## src/sv/vavc_pkg.sv

```systemverilog
// shared types and constants for the voltage average version coder
`default_nettype none

package vavc_pkg;

  // field widths
  localparam int unsigned SAMPLE_W = 16;
  localparam int unsigned CODE_W   = 8;
  localparam int unsigned CNT_W    = 5;
  localparam int unsigned SUM_W    = 20;
  localparam int unsigned IDX_W    = 3;

  // divider sizing: one quotient bit per cycle over the sum width
  localparam int unsigned DIV_STEPS = SUM_W;
  localparam int unsigned DIV_CNT_W = 5;

  // largest set size
  localparam logic [CNT_W-1:0] MAX_SAMPLES = 5'd16;

  // register reset values
  localparam logic [CNT_W-1:0]    RST_SAMPLES = 5'd1;
  localparam logic [SAMPLE_W-1:0] RST_LOW     = 16'd0;
  localparam logic [SAMPLE_W-1:0] RST_HIGH    = 16'd3300;
  localparam logic [SAMPLE_W-1:0] RST_STEP    = 16'd100;
  localparam logic [CODE_W-1:0]   RST_LOWEST  = 8'd1;
  localparam logic [CODE_W-1:0]   RST_HIGHEST = 8'd32;
  localparam logic [CODE_W-1:0]   RST_UNKNOWN = 8'd0;

  // configuration register indexes
  typedef enum logic [IDX_W-1:0] {
    CFG_SAMPLES = 3'd0,
    CFG_LOW     = 3'd1,
    CFG_HIGH    = 3'd2,
    CFG_STEP    = 3'd3,
    CFG_LOWEST  = 3'd4,
    CFG_HIGHEST = 3'd5,
    CFG_UNKNOWN = 3'd6
  } cfg_idx_e;

  // controller to datapath
  typedef struct packed {
    logic accept;
    logic start;
    logic sel_code;
    logic cap_avg;
    logic cap_code;
    logic push;
  } cmd_t;

  // datapath to controller
  typedef struct packed {
    logic fail;
    logic complete;
    logic div_done;
    logic need_code;
  } sts_t;

endpackage

`default_nettype wire

```

## src/sv/vavc_div.sv

```systemverilog
// iterative restoring divider, one quotient bit per cycle
`default_nettype none

module vavc_div (
  input  wire logic                         clk_i,
  input  wire logic                         rst_ni,
  input  wire logic                         start_i,
  input  wire logic [vavc_pkg::SUM_W-1:0]    dividend_i,
  input  wire logic [vavc_pkg::SAMPLE_W-1:0] divisor_i,
  output logic                              done_o,
  output logic [vavc_pkg::SUM_W-1:0]         quotient_o
);

  logic [vavc_pkg::SUM_W-1:0]     dvd_q, dvd_d;
  logic [vavc_pkg::SAMPLE_W-1:0]  dvs_q;
  logic [vavc_pkg::SAMPLE_W-1:0]  rem_q, rem_d;
  logic [vavc_pkg::SAMPLE_W:0]    shifted;
  logic [vavc_pkg::SAMPLE_W:0]    trial;
  logic                           qbit;
  logic [vavc_pkg::DIV_CNT_W-1:0] cnt_q;
  logic                           busy_q;
  logic                           done_q;

  // one restoring step
  always_comb begin
    shifted = {rem_q, dvd_q[vavc_pkg::SUM_W-1]};
    trial   = shifted - {1'b0, dvs_q};
    qbit    = (shifted >= {1'b0, dvs_q});
    rem_d   = qbit ? trial[vavc_pkg::SAMPLE_W-1:0] : shifted[vavc_pkg::SAMPLE_W-1:0];
    dvd_d   = {dvd_q[vavc_pkg::SUM_W-2:0], qbit};
  end

  // control: step counter and done pulse
  always_ff @(posedge clk_i or negedge rst_ni) begin
    if (!rst_ni) begin
      busy_q <= 1'b0;
      done_q <= 1'b0;
      cnt_q  <= '0;
    end else begin
      done_q <= 1'b0;
      if (start_i) begin
        busy_q <= 1'b1;
        cnt_q  <= vavc_pkg::DIV_CNT_W'(vavc_pkg::DIV_STEPS);
      end else if (busy_q) begin
        cnt_q <= cnt_q - vavc_pkg::DIV_CNT_W'(1);
        if (cnt_q == vavc_pkg::DIV_CNT_W'(1)) begin
          busy_q <= 1'b0;
          done_q <= 1'b1;
        end
      end
    end
  end

  // operand and partial remainder registers
  always_ff @(posedge clk_i) begin
    if (start_i) begin
      dvd_q <= dividend_i;
      dvs_q <= divisor_i;
      rem_q <= '0;
    end else if (busy_q) begin
      dvd_q <= dvd_d;
      rem_q <= rem_d;
    end
  end

  assign done_o     = done_q;
  assign quotient_o = dvd_q;

endmodule

`default_nettype wire

```

## src/sv/vavc_dp.sv

```systemverilog
// datapath: configuration, sample accumulation, code mapping, output word
`default_nettype none

module vavc_dp (
  input  wire logic                          clk_i,
  input  wire logic                          rst_ni,
  input  wire logic                          cfg_we_i,
  input  wire logic [vavc_pkg::IDX_W-1:0]     cfg_idx_i,
  input  wire logic [vavc_pkg::SAMPLE_W-1:0]  cfg_wdata_i,
  input  wire logic [vavc_pkg::SAMPLE_W-1:0]  sample_mv_i,
  input  wire logic                          read_failed_i,
  input  wire logic                          restart_i,
  input  wire vavc_pkg::cmd_t                cmd_i,
  output vavc_pkg::sts_t                     sts_o,
  output logic [vavc_pkg::CODE_W-1:0]         version_code_o,
  output logic                               code_valid_o,
  output logic                               status_o,
  output logic [vavc_pkg::SAMPLE_W-1:0]       average_mv_o
);

  // configuration registers
  logic [vavc_pkg::CNT_W-1:0]    samples_q;
  logic [vavc_pkg::SAMPLE_W-1:0] low_q, high_q, step_q;
  logic [vavc_pkg::CODE_W-1:0]   lowest_q, highest_q, unknown_q;

  // accumulation state
  logic [vavc_pkg::SUM_W-1:0]    sum_q;
  logic [vavc_pkg::CNT_W-1:0]    cnt_q;
  logic [vavc_pkg::SUM_W-1:0]    set_sum_q;
  logic [vavc_pkg::CNT_W-1:0]    set_cnt_q;
  logic [vavc_pkg::SAMPLE_W-1:0] avg_q;

  // pending result and output word
  logic [vavc_pkg::CODE_W-1:0]   pend_code_q;
  logic                          pend_valid_q;
  logic                          pend_status_q;
  logic [vavc_pkg::SAMPLE_W-1:0] pend_avg_q;
  logic [vavc_pkg::CODE_W-1:0]   out_code_q;
  logic                          out_valid_q;
  logic                          out_status_q;
  logic [vavc_pkg::SAMPLE_W-1:0] out_avg_q;

  logic [vavc_pkg::SUM_W-1:0]    base_sum, new_sum;
  logic [vavc_pkg::CNT_W-1:0]    base_cnt, new_cnt, eff_cnt;
  logic                          complete;
  logic [vavc_pkg::SUM_W-1:0]    div_dividend;
  logic [vavc_pkg::SAMPLE_W-1:0] div_divisor, step_eff;
  logic                          div_done;
  logic [vavc_pkg::SUM_W-1:0]    quot;
  logic [vavc_pkg::SAMPLE_W-1:0] quot_avg;
  logic                          at_low, at_high;
  logic [vavc_pkg::SAMPLE_W:0]   raw_code, lo_code, clamp_code;

  // register writes
  always_ff @(posedge clk_i or negedge rst_ni) begin
    if (!rst_ni) begin
      samples_q <= vavc_pkg::RST_SAMPLES;
      low_q     <= vavc_pkg::RST_LOW;
      high_q    <= vavc_pkg::RST_HIGH;
      step_q    <= vavc_pkg::RST_STEP;
      lowest_q  <= vavc_pkg::RST_LOWEST;
      highest_q <= vavc_pkg::RST_HIGHEST;
      unknown_q <= vavc_pkg::RST_UNKNOWN;
    end else if (cfg_we_i) begin
      unique case (vavc_pkg::cfg_idx_e'(cfg_idx_i))
        vavc_pkg::CFG_SAMPLES: samples_q <= cfg_wdata_i[vavc_pkg::CNT_W-1:0];
        vavc_pkg::CFG_LOW:     low_q     <= cfg_wdata_i;
        vavc_pkg::CFG_HIGH:    high_q    <= cfg_wdata_i;
        vavc_pkg::CFG_STEP:    step_q    <= cfg_wdata_i;
        vavc_pkg::CFG_LOWEST:  lowest_q  <= cfg_wdata_i[vavc_pkg::CODE_W-1:0];
        vavc_pkg::CFG_HIGHEST: highest_q <= cfg_wdata_i[vavc_pkg::CODE_W-1:0];
        vavc_pkg::CFG_UNKNOWN: unknown_q <= cfg_wdata_i[vavc_pkg::CODE_W-1:0];
        default: ;
      endcase
    end
  end

  // set size: zero counts as one, capped at the maximum
  always_comb begin
    eff_cnt = samples_q;
    if (samples_q == '0) begin
      eff_cnt = vavc_pkg::CNT_W'(1);
    end else if (samples_q > vavc_pkg::MAX_SAMPLES) begin
      eff_cnt = vavc_pkg::MAX_SAMPLES;
    end
  end

  // sum with this sample, restart dropping the partial set first
  always_comb begin
    base_sum = restart_i ? '0 : sum_q;
    base_cnt = restart_i ? '0 : cnt_q;
    new_sum  = base_sum + vavc_pkg::SUM_W'(sample_mv_i);
    new_cnt  = base_cnt + vavc_pkg::CNT_W'(1);
    complete = !read_failed_i && (new_cnt >= eff_cnt);
  end

  always_ff @(posedge clk_i or negedge rst_ni) begin
    if (!rst_ni) begin
      sum_q <= '0;
      cnt_q <= '0;
    end else if (cmd_i.accept) begin
      if (read_failed_i || complete) begin
        sum_q <= '0;
        cnt_q <= '0;
      end else begin
        sum_q <= new_sum;
        cnt_q <= new_cnt;
      end
    end
  end

  // shared divider: sum by count, then average by step
  assign step_eff     = (step_q == '0) ? vavc_pkg::SAMPLE_W'(1) : step_q;
  assign div_dividend = cmd_i.sel_code ? vavc_pkg::SUM_W'(avg_q) : set_sum_q;
  assign div_divisor  = cmd_i.sel_code ? step_eff : vavc_pkg::SAMPLE_W'(set_cnt_q);

  vavc_div u_div (
    .clk_i      (clk_i),
    .rst_ni     (rst_ni),
    .start_i    (cmd_i.start),
    .dividend_i (div_dividend),
    .divisor_i  (div_divisor),
    .done_o     (div_done),
    .quotient_o (quot)
  );

  // limit tests on the average and clamped code from the step quotient
  always_comb begin
    quot_avg   = quot[vavc_pkg::SAMPLE_W-1:0];
    at_low     = (quot_avg <= low_q);
    at_high    = (quot_avg >= high_q);
    raw_code   = {1'b0, quot[vavc_pkg::SAMPLE_W-1:0]} + (vavc_pkg::SAMPLE_W + 1)'(1);
    lo_code    = (raw_code < (vavc_pkg::SAMPLE_W + 1)'(lowest_q))
                 ? (vavc_pkg::SAMPLE_W + 1)'(lowest_q) : raw_code;
    clamp_code = (lo_code > (vavc_pkg::SAMPLE_W + 1)'(highest_q))
                 ? (vavc_pkg::SAMPLE_W + 1)'(highest_q) : lo_code;
  end

  // set capture and pending result
  always_ff @(posedge clk_i) begin
    if (cmd_i.accept && complete) begin
      set_sum_q <= new_sum;
      set_cnt_q <= new_cnt;
    end
    if (cmd_i.accept && read_failed_i) begin
      pend_code_q   <= unknown_q;
      pend_valid_q  <= 1'b0;
      pend_status_q <= 1'b1;
      pend_avg_q    <= '0;
    end
    if (cmd_i.cap_avg) begin
      avg_q         <= quot_avg;
      pend_avg_q    <= quot_avg;
      pend_valid_q  <= 1'b1;
      pend_status_q <= 1'b0;
      if (at_low) begin
        pend_code_q <= lowest_q;
      end else if (at_high) begin
        pend_code_q <= highest_q;
      end
    end
    if (cmd_i.cap_code) begin
      pend_code_q <= clamp_code[vavc_pkg::CODE_W-1:0];
    end
    if (cmd_i.push) begin
      out_code_q   <= pend_code_q;
      out_valid_q  <= pend_valid_q;
      out_status_q <= pend_status_q;
      out_avg_q    <= pend_avg_q;
    end
  end

  assign sts_o.fail      = read_failed_i;
  assign sts_o.complete  = complete;
  assign sts_o.div_done  = div_done;
  assign sts_o.need_code = !at_low && !at_high;

  assign version_code_o = out_code_q;
  assign code_valid_o   = out_valid_q;
  assign status_o       = out_status_q;
  assign average_mv_o   = out_avg_q;

endmodule

`default_nettype wire

```

## src/sv/vavc_ctrl.sv

```systemverilog
// controller: input acceptance, divider sequencing, output word valid
`default_nettype none

module vavc_ctrl (
  input  wire logic           clk_i,
  input  wire logic           rst_ni,
  input  wire logic           in_valid_i,
  output logic                in_ready_o,
  output logic                out_valid_o,
  input  wire logic           out_ready_i,
  input  wire vavc_pkg::sts_t sts_i,
  output vavc_pkg::cmd_t      cmd_o
);

  typedef enum logic [1:0] {
    ST_IDLE,
    ST_AVG,
    ST_CODE,
    ST_PUSH
  } state_e;

  state_e state_q, state_d;
  logic   start_q, start_d;
  logic   out_valid_q, out_valid_d;
  logic   accept;
  logic   slot_free;

  // commands
  always_comb begin
    in_ready_o     = (state_q == ST_IDLE);
    accept         = in_valid_i && in_ready_o;
    slot_free      = !out_valid_q || out_ready_i;
    cmd_o.accept   = accept;
    cmd_o.start    = start_q;
    cmd_o.sel_code = (state_q == ST_CODE);
    cmd_o.cap_avg  = (state_q == ST_AVG) && sts_i.div_done;
    cmd_o.cap_code = (state_q == ST_CODE) && sts_i.div_done;
    cmd_o.push     = (state_q == ST_PUSH) && slot_free;
  end

  // next state
  always_comb begin
    state_d = state_q;
    start_d = 1'b0;
    unique case (state_q)
      ST_IDLE: begin
        if (accept && sts_i.fail) begin
          state_d = ST_PUSH;
        end else if (accept && sts_i.complete) begin
          state_d = ST_AVG;
          start_d = 1'b1;
        end
      end
      ST_AVG: begin
        if (sts_i.div_done) begin
          if (sts_i.need_code) begin
            state_d = ST_CODE;
            start_d = 1'b1;
          end else begin
            state_d = ST_PUSH;
          end
        end
      end
      ST_CODE: begin
        if (sts_i.div_done) begin
          state_d = ST_PUSH;
        end
      end
      ST_PUSH: begin
        if (slot_free) begin
          state_d = ST_IDLE;
        end
      end
      default: state_d = ST_IDLE;
    endcase
    out_valid_d = cmd_o.push ? 1'b1 : (out_ready_i ? 1'b0 : out_valid_q);
  end

  // state and registered outputs
  always_ff @(posedge clk_i or negedge rst_ni) begin
    if (!rst_ni) begin
      state_q     <= ST_IDLE;
      start_q     <= 1'b0;
      out_valid_q <= 1'b0;
    end else begin
      state_q     <= state_d;
      start_q     <= start_d;
      out_valid_q <= out_valid_d;
    end
  end

  assign out_valid_o = out_valid_q;

endmodule

`default_nettype wire

```

## src/sv/voltage_average_version_coder_unit.sv

```systemverilog
// top level: averages sample sets and maps the average to a version code
// a sample that does not finish a set only updates the running sum; a failed
//   read goes to the push state and then to the output word; a finished set
//   runs the divider for the average, and again when it lies between the limits
// throughput: one word at a time, bounded by the 20-step shared divider
// reset: asynchronous, active low; registers return to their reset values
//   and the partial set and output valid are cleared
`default_nettype none

module voltage_average_version_coder_unit (
  input  wire logic                          clk_i,
  input  wire logic                          rst_ni,
  input  wire logic                          cfg_we_i,
  input  wire logic [vavc_pkg::IDX_W-1:0]     cfg_idx_i,
  input  wire logic [vavc_pkg::SAMPLE_W-1:0]  cfg_wdata_i,
  input  wire logic                          in_valid_i,
  output logic                               in_ready_o,
  input  wire logic [vavc_pkg::SAMPLE_W-1:0]  sample_mv_i,
  input  wire logic                          read_failed_i,
  input  wire logic                          restart_i,
  output logic                               out_valid_o,
  input  wire logic                          out_ready_i,
  output logic [vavc_pkg::CODE_W-1:0]         version_code_o,
  output logic                               code_valid_o,
  output logic                               status_o,
  output logic [vavc_pkg::SAMPLE_W-1:0]       average_mv_o
);

  vavc_pkg::cmd_t cmd;
  vavc_pkg::sts_t sts;

  // sequencing
  vavc_ctrl u_ctrl (
    .clk_i       (clk_i),
    .rst_ni      (rst_ni),
    .in_valid_i  (in_valid_i),
    .in_ready_o  (in_ready_o),
    .out_valid_o (out_valid_o),
    .out_ready_i (out_ready_i),
    .sts_i       (sts),
    .cmd_o       (cmd)
  );

  // arithmetic and registers
  vavc_dp u_dp (
    .clk_i          (clk_i),
    .rst_ni         (rst_ni),
    .cfg_we_i       (cfg_we_i),
    .cfg_idx_i      (cfg_idx_i),
    .cfg_wdata_i    (cfg_wdata_i),
    .sample_mv_i    (sample_mv_i),
    .read_failed_i  (read_failed_i),
    .restart_i      (restart_i),
    .cmd_i          (cmd),
    .sts_o          (sts),
    .version_code_o (version_code_o),
    .code_valid_o   (code_valid_o),
    .status_o       (status_o),
    .average_mv_o   (average_mv_o)
  );

endmodule

`default_nettype wire

```

## config.mk

```make
export PLATFORM = sky130hd
export DESIGN_NAME = voltage_average_version_coder_unit
export DESIGN_NICKNAME = d
export VERILOG_FILES = /design/src/sv/vavc_pkg.sv /design/src/sv/vavc_div.sv /design/src/sv/vavc_dp.sv /design/src/sv/vavc_ctrl.sv /design/src/sv/voltage_average_version_coder_unit.sv
export SDC_FILE = /design/constraint.sdc
export NUM_CORES = 1
export LEC_CHECK = 0
export BUFFER_PORTS_ARGS = -buffer_cell sky130_fd_sc_hd__buf_2
export CAP_MARGIN = 20
export CORE_UTILIZATION = 25
export CTS_CLUSTER_DIAMETER = 50
export CTS_CLUSTER_SIZE = 30
export DETAILED_ROUTE_END_ITERATION = 12
export HOLD_SLACK_MARGIN = 0.1
export RECOVER_POWER = 100
export SKIP_LAST_GASP = 1
export SYNTH_ARGS = -nofsm -noshare
export SYNTH_HDL_FRONTEND = slang
export SYNTH_HIERARCHICAL = 1
export SYNTH_SLANG_ARGS = --single-unit
```

## constraint.sdc

```tcl
create_clock -name clk_i -period 3.8 [get_ports clk_i]
set_input_delay 0.19 -clock clk_i [delete_from_list [all_inputs] [get_ports clk_i]]
set_output_delay 0.19 -clock clk_i [all_outputs]
set_load 0.005 [all_outputs]
```

After elaboration in Yosys (flattened, before gate mapping)
Index checks and enable logic that the tools add are counted.
- reduce and logical (&&, ||, !) cells: 30
- mux-type cells: 43
- bitwise logic cells: 1
- add/subtract/negate cells: 5
- magnitude comparators: 7
- equality and inequality tests: 14
- operators by type and width (operator ; number):
    two-way mux 20 bit ; 5
    two-way mux 16 bit ; 3
    two-way mux 8 bit ; 6
    two-way mux 5 bit ; 8
    adder 20 x 16 -> 20 bit ; 1
    adder 16 x 1 -> 17 bit (second input constant) ; 1
    >= comparator 17 x 16 -> 1 bit ; 1
    greater-than comparator 17 x 8 -> 1 bit ; 1
    less-than comparator 17 x 8 -> 1 bit ; 1
    two-way mux 17 bit ; 1
    >= comparator 16 bit ; 1
    less-or-equal comparator 16 bit ; 1
    logical NOT 16 bit ; 1
    subtractor 16 bit ; 1
    AND reduction 2 bit ; 7
    two-way mux 1 bit ; 13
    two-way mux 2 bit ; 5
    equality test 3 bit (second input constant) ; 3
    logical AND 1 bit ; 8
    one-hot mux 2 bit (4 select lines) ; 1
    equality test 3 x 2 -> 1 bit (second input constant) ; 2
    nonzero test 2 bit ; 3
    adder 5 x 1 -> 5 bit (second input constant) ; 1
    equality test 5 x 1 -> 1 bit (second input constant) ; 1
    other kinds (18) ; 24
- logic and storage cells: 130
- output and inout bits: 28
- input port bits: 42
- flip-flop bits (word level): 258

Depth between registers and ports, before layout
Gate-level depths: netlist of run 1.
- depth after elaboration: 9
- gate-level depth with buffers: 19
- depth with buffers taken out: 19

Cells and area by module
Netlist of run 1, hierarchy kept.
- by module, submodules not included (module ; cells each ; seq. area each (um^2) ; area each (um^2) ; times used):
    vavc_dp ; 895 ; 5260.0 ; 10159.7 ; 1
    vavc_div ; 306 ; 1576.5 ; 3276.9 ; 1
    vavc_ctrl ; 32 ; 100.1 ; 304.0 ; 1

Least setup slack after synthesis of run 1
OpenSTA, ideal clock, no wires.
- path kind: input to register
- start point: input restart_i
- end point: register u_dp/set_cnt_q[0] (netlist bit), enable pin
- stages on the path: 12
- arrival time: 3.667 ns
- path slack: -0.306 ns
- required time: 3.362 ns
- library setup time: 0.438 ns
- cells stage by stage: clkbuf_1 > clkbuf_1 > nor2_1 > ha_1 > ha_1 > a21o_1 > a21o_1 > a21oi_1 > nor2_1 > nor2_1 > clkbuf_1 > nor3_1
- word-level cells in the longest chain between the ends: 5
- RTL lines (element ; line ; source):
    from (decl) ; voltage_average_version_coder_unit.sv:20 ; input wire logic restart_i,
    two-way mux 5 bit ; vavc_dp.sv:91 ; base_cnt = restart_i ? '0 : cnt_q;
    adder 5 x 1 -> 5 bit ; vavc_dp.sv:93 ; new_cnt = base_cnt + vavc_pkg::CNT_W'(1);
    net u_dp.new_cnt (one bit) ; vavc_dp.sv:44 ; logic [vavc_pkg::CNT_W-1:0] base_cnt, new_cnt, eff_cnt;
    >= comparator 5 bit ; vavc_dp.sv:94 ; complete = !read_failed_i && (new_cnt >= eff_cnt);
    logical AND 1 bit ; vavc_dp.sv:94 ;
    logical AND 1 bit ; vavc_dp.sv:141 ; if (cmd_i.accept && complete) begin
    to (signal assigned) ; vavc_dp.sv:143 ; set_cnt_q <= new_cnt;
    to (decl) ; vavc_dp.sv:30 ; logic [vavc_pkg::CNT_W-1:0] set_cnt_q;
The timed path passes the listed nets, and every way through them passes these cells.
A chain may end at the register's enable or synchronous reset.

Worst setup path in the final report of run 1
- start point: register u_dp.u_div.dvd_q, in the netlist u_dp/u_div/quotient_o[0]
- end point: register u_dp/pend_code_q[1] (netlist bit)
- word-level cells in the longest chain between the ends: 6
- RTL lines (element ; line ; source):
    from (decl) ; vavc_div.sv:14 ; logic [vavc_pkg::SUM_W-1:0] dvd_q, dvd_d;
    from (signal assigned) ; vavc_div.sv:57 ; dvd_q <= dividend_i;
    from (signal assigned) ; vavc_div.sv:61 ; dvd_q <= dvd_d;
    adder 16 x 1 -> 17 bit ; vavc_dp.sv:132 ; raw_code = {1'b0, quot[vavc_pkg::SAMPLE_W-1:0]} + (vavc_pkg::SAMPLE_W + 1)'(1);
    less-than comparator 17 x 8 -> 1 bit ; vavc_dp.sv:133 ; lo_code = (raw_code < (vavc_pkg::SAMPLE_W + 1)'(lowest_q))
    two-way mux 17 bit ; vavc_dp.sv:134 ; ? (vavc_pkg::SAMPLE_W + 1)'(lowest_q) : raw_code;
    greater-than comparator 17 x 8 -> 1 bit ; vavc_dp.sv:135 ; clamp_code = (lo_code > (vavc_pkg::SAMPLE_W + 1)'(highest_q))
    two-way mux 8 bit ; vavc_dp.sv:136 ; ? (vavc_pkg::SAMPLE_W + 1)'(highest_q) : lo_code;
    two-way mux 8 bit (*) ; vavc_dp.sv:162 ; if (cmd_i.cap_code) begin
    to (signal assigned) ; vavc_dp.sv:146 ; pend_code_q <= unknown_q;
    to (signal assigned) ; vavc_dp.sv:159 ; pend_code_q <= highest_q;
    to (signal assigned) ; vavc_dp.sv:163 ; pend_code_q <= clamp_code[vavc_pkg::CODE_W-1:0];
    to (decl) ; vavc_dp.sv:34 ; logic [vavc_pkg::CODE_W-1:0] pend_code_q;
Mark *: on every way between the ends. The rest lies on a longest branch, timed or not.

==> reports/results.txt, run 1 <==
Subtracting the final worst setup slack from the clock period gives 3800 ps. The setup slack of the worst register-to-register path is -2 ps, and the average instance area after synthesis is 11.1 um2. The maximum level of the CTS H-tree came out at 1. The tools report the non-filler instance count after layout as 2,092.

After detailed routing, the number of remaining DRC violations is 0. For this run, asynchronously set or reset flops after synthesis account for 43.8%. The die covers 55,900 um2.

For the data arrival time of the critical path, the log shows 4250 ps. By count the netlist is led by sky130_fd_sc_hd__edfxtp_1 (119), sky130_fd_sc_hd__nand2_1 (103), sky130_fd_sc_hd__dfrtp_1 (101). Worst-case headroom to the max-slew limit: -17.1%. Cell type of the slowest stage on the worst timing path: sky130_fd_sc_hd__edfxtp_1. Entering global routing, the biggest net connects 64 pins. The number of clock buffers inserted by TritonCTS was 29. Placer congestion estimate: 0.918. Starting utilization of the core area: 25.4%. The number of antenna violations at the first check in global routing was 0.

The count of unique library cells instantiated by Yosys was 79. The internal power contribution is 7.08 mW, and the via count is 9,837. The synthesized design contains 258 register bits. The share of the Yosys chip area taken by registers is 50.5%. Across the routed clock network, the largest skew measured is 27.0 ps.

The worst setup slack after layout is -1.86 ps, and the net switching power is 3.84 mW. The worst setup path is launched from a register. TritonCTS built the clock tree. The number of max-capacitance violations reported was 1; the average routed wire per standard cell was 16.5 um.

Setup repair after global routing could not meet its margin everywhere. The tools report the number of diodes added for antenna fixing as 0. The root buffer cell was sky130_fd_sc_hd__clkbuf_16. The horizontal die dimension works out to 236 um.

sky130_fd_sc_hd__edfxtp_1 is the most common cell in the netlist. The tools report the placed cell area as 15,100 um2. The checks that failed: max-capacitance violations, max-slew violations, negative setup slack. The run finished, with violations left. Pin placement for this block handled 70 I/O pins. Port buffering added 69 buffers. The number of max-slew violations in the final report is 64, and the switching portion of total power is 35.2%. For the worst setup path, the data required time is 4250 ps. Counting flops with a built-in enable in the synthesized netlist gives 119. Counting tap cells, the placed design contains a total of 1,998 instances. The run gives 263 MHz as the maximum clock frequency. The logs give 25.1 mm for the estimated wirelength of the detail-placed design and 6.81 nW for the leakage power of the design. Global-route usage over all layers: 12.2%.

The longest individual stage delay on the worst path was 460 ps; the post-CTS clock slew at the launch and capture registers of the worst setup and hold paths was 60 ps. The maximum fanout encountered on the critical timing path works out to 8. Walking the worst path, the cells encountered are buf_6 > nand3_2 > xnor2_2 > ha_1 > a21oi_2 > o21ai_1 > a211oi_2 > nand2_4 > mux2_4 > ha_4 > and3_4 > o21ai_2 > a31oi_1 > nand2_2 > nand2_2 > mux2_4 > a221o_1. The tools report the final-report hold violation count as 0.

The first global-routing pass estimated 54.8 mm of wire. The run gives 714 as the violation count after the first detailed-route iteration. At the pin with the least slew margin, the transition time is 1760 ps. The class of the most critical setup path was reg2reg. CTS saw 258 sinks. The logic gate share of total power came out at 37.1%. For this run, the leading register cell type out of synthesis is sky130_fd_sc_hd__edfxtp_1. For this run, the post-layout net count is 1,509. The power per standard cell area came out at 657 nW/um2. The floorplan has 85 rows. Ranked by total cell area, the synthesized netlist is headed by sky130_fd_sc_hd__edfxtp_1 (26%), sky130_fd_sc_hd__dfrtp_1 (18%), sky130_fd_sc_hd__ha_1 (8.4%). The worst min-delay path category is in2reg.

In this run the cell area of the synthesized design comes to 13,700 um2. The die is 236 um tall. The library cell with the largest summed area after synthesis was sky130_fd_sc_hd__edfxtp_1. After layout, the worst path uses 100% of the clock period. The post-route netlist has 22.9% of its cells at a drive strength greater than 1.

From synthesis to final layout, the design area changed by 20.9%. In this run the standard cell core region covers 54,000 um2. The tools report the routed wire length as 34.5 mm. The clock network is responsible for 25.8% of the overall power. The count of warnings emitted by yosys is 6. Synthesis produced 1,233 cells. At the placement stage, the worst setup path has a slack of -136 ps. At the later pin of the worst-skew pair, clock insertion delay measures 570 ps. In this run the biggest area consumer among cell types represents 26.0% of the synthesized area. The count of nets left with antenna violations once routing finished came out at 0. The logs give 0 for the remaining global-route overflow and 3 for the maximum buffer depth of the clock tree. STA classifies the critical path endpoint as a register.

Once layout is done, the placed cells without fillers occupy 16,600 um2. The via count of the first global-routing pass was 10,000. The setup-violating endpoint count in the final report was 1; the first-pass iteration count of the detailed router was 5. The worst-case IR drop observed on VDD is 0.000294 V. Counting every net in the synthesized netlist gives 1,369. The tools report the proportion of power drawn by flip-flops and latches as 37.1%. The via count normalized by instance count came out at 4.70.
-- metrics by stage --
stage / hold WS (ps) / power, mW / TNS, ps / util, %
floorplan: -106 / 6.80 / 0 / -
global placement: 352 / 7.81 / -7.64 / 28.0
detailed placement: 358 / 7.92 / -403 / 28.0
CTS: 117 / 10.8 / 0 / 30.3
global route: 149 / 11.6 / -1120 / 30.7
finish: 130 / 10.9 / -1.86 / 30.7
-- final cells by class --
class | count | area, um2
Inverter | 93 | 349
Tap cell | 696 | 871
Multi-Input combinational cell | 831 | 6440
Timing Repair Buffer | 160 | 1040
Clock inverter | 18 | 194
Fill cell | 5524 | 37400
Clock buffer | 36 | 772
Sequential cell | 258 | 6940
-- critical path, delay by kind of cell, from the launching register on --
family | cells | cell delay [ps]
AO/OA/AOI/OAI | 6 | 1060
multiplexers | 2 | 660
AND/OR/NAND/NOR | 5 | 600
adder cells (fa/ha/maj) | 2 | 590
flip-flops | 1 | 460
XOR/XNOR | 1 | 170
buffers and inverters | 1 | 140
-- path summary, 6_finish.rpt --
kind	from	endpoint	cells past startpoint
setup reg to reg	u_dp/u_div/quotient_o[0]$_DFFE_PP_	u_dp/pend_code_q[1]$_DFF_P_	17
max in group asynchronous	rst_ni	u_dp/high_q[10]$_DFFE_PN1P_	3
hold reg to reg	u_dp/pend_avg_q[0]$_SDFFCE_PN0P_	u_dp/average_mv_o[0]$_DFFE_PP_	0
hold / removal	sample_mv_i[1]	u_dp/sum_q[1]$_DFFE_PN0P_	4
setup / recovery	u_dp/u_div/quotient_o[0]$_DFFE_PP_	u_dp/pend_code_q[1]$_DFF_P_	17
min in group asynchronous	rst_ni	u_dp/unknown_q[7]$_DFFE_PN0P_	2
-- flip-flops by register name, summed over array words and instances (netlist names), 16 cells and up --
signal	cells
u_dp/step_q	16
u_dp/pend_avg_q	16
u_dp/sum_q	20
u_dp/set_sum_q	20
u_dp/u_div/dvs_q	16
u_dp/low_q	16
u_dp/high_q	16
u_dp/average_mv_o	16
u_dp/u_div/quotient_o	20
u_dp/avg_q	16
u_dp/u_div/rem_q	16
-- layout by cell type (no fill, tap or decap), types with 22 or more instances in the layout --
master                          count
sky130_fd_sc_hd__dfxtp_1           26
sky130_fd_sc_hd__a211oi_1          24
sky130_fd_sc_hd__inv_1             91
sky130_fd_sc_hd__o21ai_0           68
sky130_fd_sc_hd__edfxtp_1         119
sky130_fd_sc_hd__xnor2_1           28
sky130_fd_sc_hd__and2_1            35
sky130_fd_sc_hd__a21oi_1           45
sky130_fd_sc_hd__nand2_1          100
sky130_fd_sc_hd__mux2_2            84
sky130_fd_sc_hd__buf_2             65
sky130_fd_sc_hd__nor2_1            62
sky130_fd_sc_hd__ha_1              84
sky130_fd_sc_hd__buf_4             56
sky130_fd_sc_hd__dfrtp_1          100
sky130_fd_sc_hd__nor2b_1           23
sky130_fd_sc_hd__clkbuf_16         29
sky130_fd_sc_hd__dlygate4sd3_1     22
-- power by group through the flow --
stage               Combinational (mW)  Sequential (mW)  Clock (mW)
floorplan                         2.79             4.01           0
global placement                  3.73             4.08           0
detailed placement                3.82             4.10           0
CTS                               3.89             4.05        2.88
global route                      4.50             4.13        2.99
finish                            4.05             4.06        2.81
-- per-layer routing --
metal,wire (um),vias up,global-route usage (%)
li1,-,4747,-
met1,16700,4804,16.9
met2,15300,227,19.3
met3,1520,59,1.87
met4,1030,0,3.84
met5,0,-,0
-- kinds of logic (layout without fill, tap and decap cells) --
group / Yosys count / in the layout / synth area share [%]
buffers and inverters: 144 / 307 / 4.41
adder cells (fa/ha/maj): 94 / 94 / 8.67
AND/OR/NAND/NOR: 317 / 317 / 11.6
flip-flops: 258 / 258 / 50.5
multiplexers: 108 / 108 / 8.73
AO/OA/AOI/OAI: 269 / 269 / 13.4
XOR/XNOR: 43 / 43 / 2.74
-- repair_timing --
| item | CTS | global route |
|---|---|---|
| hold buffers | 22 | 0 |
| endpoints found under the hold margin | 126 | 0 |
| pin swaps | 3 | 23 |
| gates resized for setup | 6 | 34 |
| buffers inserted | 4 | 13 |
| endpoints found under the setup margin | 6 | 8 |
(Power assumes the default switching activity.)
==> inputs of run 2 (changes only) <==
--- a/config.mk
+++ b/config.mk
@@ -13,6 +13,7 @@
 export DETAILED_ROUTE_END_ITERATION = 12
 export HOLD_SLACK_MARGIN = 0.1
 export RECOVER_POWER = 100
+export SETUP_SLACK_MARGIN = 0.02
 export SKIP_LAST_GASP = 1
 export SYNTH_ARGS = -nofsm -noshare
 export SYNTH_HDL_FRONTEND = slang
==> run 2 against run 1 <==
Compared with the run above: the run ends with max-capacitance violations, max-slew violations left; final cell count about the same; design area about the same; die area unchanged.
==> reports/results.txt, run 2 (synthesis results as in run 1) <==
The count of clock tree sinks was 258 (unchanged). The critical path depth was 19 (was 17). The leakage power of the design is 6.84 nW (was 6.81 nW).

The wire length of the first global-routing pass was 55.3 mm (was 54.8 mm); the data required time of the critical path was 4250 ps (about the same). Leading cell types in the layout, fill and taps excluded: sky130_fd_sc_hd__edfxtp_1 (119), sky130_fd_sc_hd__nand2_1 (101), sky130_fd_sc_hd__dfrtp_1 (100), sky130_fd_sc_hd__inv_1 (91), sky130_fd_sc_hd__ha_1 (88) (was sky130_fd_sc_hd__edfxtp_1 (119), sky130_fd_sc_hd__nand2_1 (100), sky130_fd_sc_hd__dfrtp_1 (100), sky130_fd_sc_hd__inv_1 (91)). The count of input and output buffers works out to 69 (unchanged). The transition time of the tightest slew-check pin is 1730 ps (was 1760 ps).

The tools report the root buffer cell as sky130_fd_sc_hd__clkbuf_16 (unchanged). The estimated wirelength of the detail-placed design is 25.4 mm (was 25.1 mm), and the number of buffer and inverter instances along the worst setup path is 0 (was 1). The number of core rows came out at 85 (unchanged). Cell type of the slowest stage on the worst timing path: sky130_fd_sc_hd__edfxtp_1 (unchanged).

The logs give 0 ps (was -1.86 ps) for the accumulated negative setup slack and 570 ps (about the same) for the later-pin clock latency in the skew report. The cell count of the worst hold path works out to 4 (unchanged). The number of antenna violations at the first check in global routing was 0 (unchanged); the horizontal die dimension was 236 um (unchanged). Remaining design rule violation count: 0 (unchanged).

The number of max-slew violations in the final report is 61 (was 64), and the longest individual stage delay on the worst path is 440 ps (was 460 ps). Violated checks: max-capacitance violations, max-slew violations (was max-capacitance violations, max-slew violations, negative setup slack). The path depth of the worst reg2reg path is 19 (was 17).

The first-pass iteration count of the detailed router came out at 5 (unchanged). The share of layout cells above drive strength 1 was 23.5% (was 22.9%). The placer congestion estimate came out at 0.881 (was 0.918).

The number of max-capacitance violations reported is 1 (unchanged), and the post-CTS clock slew at the launch and capture registers of the worst setup and hold paths is 80 ps (was 60 ps). The maximum clock frequency is 267 MHz (was 263 MHz), and the violation count after the first detailed-route iteration is 530 (was 714). The sequential cell area was 6940 um2 (unchanged). Worst-case headroom to the max-slew limit: -15.4% (was -17.1%). The remaining global-route overflow was 0 (unchanged). TritonCTS built the clock tree.

The setup-violating endpoint count in the final report came out at 0 (was 1). The maximum fanout encountered on the critical timing path works out to 8 (unchanged). The class of the most critical setup path was reg2reg (unchanged). The y dimension of the die works out to 236 um (unchanged).

The net count reported at finish is 1,508 (was 1,509). Worst min-delay path category: in2reg (unchanged). The layout-stage area growth over the synthesis result is 20.9% (about the same), and the routed wire length is 34.8 mm (was 34.5 mm). The count of filler cells inserted in the layout was 5,486 (was 5,524). The worst hold slack after final layout came out at 151 ps (was 130 ps). The cell family with the largest share of critical-path delay was compound AO/OA/AOI/OAI gates (unchanged). The pin count of the biggest net entering global routing is 62 (was 64), and the residual antenna-violating net count after detailed routing is 0 (unchanged). The tools report the startpoint type of the worst setup path as a register (unchanged). For the I/O pin count, the log shows 70 (unchanged).

Via count normalized by instance count: 4.69 (was 4.70). For the final-report hold violation count, the log shows 0 (unchanged). Die area: 55,900 um2 (unchanged).

The worst clock skew on the final layout was 16.9 ps (was 27.0 ps). The number of clock buffers inserted by TritonCTS is 29 (unchanged). The via count is 9,796 (was 9,837). The commonest non-fill, non-tap cell in the layout was sky130_fd_sc_hd__edfxtp_1 (unchanged). Starting utilization of the core area: 25.4% (unchanged). The run gives 1 (unchanged) as the maximum level of the CTS H-tree. The fraction of the cycle the final worst path needs was 98.4% (was 100%). The run finished, with violations left.

The core area was 54,000 um2 (unchanged). The global-route usage over all layers is 12.3% (was 12.2%). Series of cell instances along the critical path: nand4_1 > nor2_2 > nand2_2 > xnor2_2 > ha_1 > o21ai_2 > nor2_1 > a211oi_2 > nand2_4 > mux2_2 > ha_1 > o21ai_0 > nand2b_1 > a21oi_2 > a31oi_1 > nand2_2 > nand2_2 > mux2_2 > a221o_1 (was buf_6 > nand3_2 > xnor2_2 > ha_1 > a21oi_2 > o21ai_1 > a211oi_2 > nand2_4 > mux2_4 > ha_4 > and3_4 > o21ai_2 > a31oi_1 > nand2_2 > nand2_2 > mux2_4 > a221o_1). The via count of the first global-routing pass is 9,889 (was 10,000). The tools report the kind of end point of the critical path as a register (unchanged).

Clock period minus final worst setup slack: 3740 ps (was 3800 ps). The multi-input logic area was 6370 um2 (was 6440 um2). The highest ir drop seen on vdd is 0.000277 V (was 0.000294 V), and the average routed wire per standard cell is 16.6 um (was 16.5 um). In this design, the critical path's most frequently occurring cell is sky130_fd_sc_hd__nand2_2.

Data arrival time of the critical path: 4190 ps (was 4250 ps). Setup repair after global routing could not meet its margin everywhere. The number of diodes added for antenna fixing is 0 (unchanged).

For the setup slack of the worst register-to-register path, the log shows 60 ps (was -2 ps). The maximum buffer depth of the clock tree is 3 (unchanged), and the power per standard cell area is 659 nW/um2 (was 657 nW/um2).
==> run 2: per-layer routing <==
metal,vias to the layer above,global-route usage [%],share of wire [%],routed length (um)
met2,168,20.1,46,16000
met1,4824,17.3,49,16900
met3,42,1.51,3.2,1130
met4,0,2.77,2.0,687
met5,-,0,0,0
li1,4762,-,-,-
==> run 2: what timing repair did <==
action                                 4_1_cts  5_1_grt
endpoints found under the hold margin      133        0
setup endpoints to repair                    6        8
hold buffers                                21        0
setup buffers                                8        6
resized for setup                            9       18
pin swaps                                   11       14
==> run 2: final timing paths <==
kind | end | startpoint
setup / recovery | u_dp/pend_code_q[1]$_DFF_P_ | u_dp/u_div/quotient_o[2]$_DFFE_PP_
hold / removal | u_dp/low_q[12]$_DFFE_PN0P_ | cfg_idx_i[1]
setup reg to reg | u_dp/pend_code_q[1]$_DFF_P_ | u_dp/u_div/quotient_o[2]$_DFFE_PP_
hold reg to reg | u_dp/average_mv_o[13]$_DFFE_PP_ | u_dp/pend_avg_q[13]$_SDFFCE_PN0P_
max in group asynchronous | u_dp/step_q[2]$_DFFE_PN1P_ | rst_ni
min in group asynchronous | u_dp/unknown_q[7]$_DFFE_PN0P_ | rst_ni
==> run 2: through the flow <==
stage               utilization [%]  cell area (um2)  power, mW  worst slack (ps)  cells
global route                   30.8            16600       11.7              -135   2090
CTS                            30.6            16500       11.0              20.8   2084
floorplan                         -            13800       6.81              29.8   1233
global placement               28.1            15200       7.88             -31.5   2001
detailed placement             28.1            15200       7.97             -57.0   2002
finish                         30.8            16600       11.0              60.2   2090
==> run 2: final cells by class <==
class,count,share of cell area [%]
multi-input combinational,831,38.3
timing repair buffer,159,6.59
tap,696,5.24
sequential,258,41.8
clock buffer,31,4.47
inverter,93,2.10
clock inverter,22,1.50
==> run 2: report_power, final <==
group / total, mW / switching [mW] / internal (mW)
combinational: 3.99 / 2.21 / 1.79
sequential: 4.06 / 0.376 / 3.68
clock: 2.90 / 1.33 / 1.57
total: 11.0 / 3.91 / 7.04
==> run 2: worst reg2reg max path, delay by kind of cell, from the launching register on <==
kind	cells	cell delay [ps]
AOI/OAI and AO/OA	6	920
and+or+nand+nor	8	870
DFF	1	440
muxes	2	650
xor gates and xnor gates	1	150
adders and majority gates	2	590
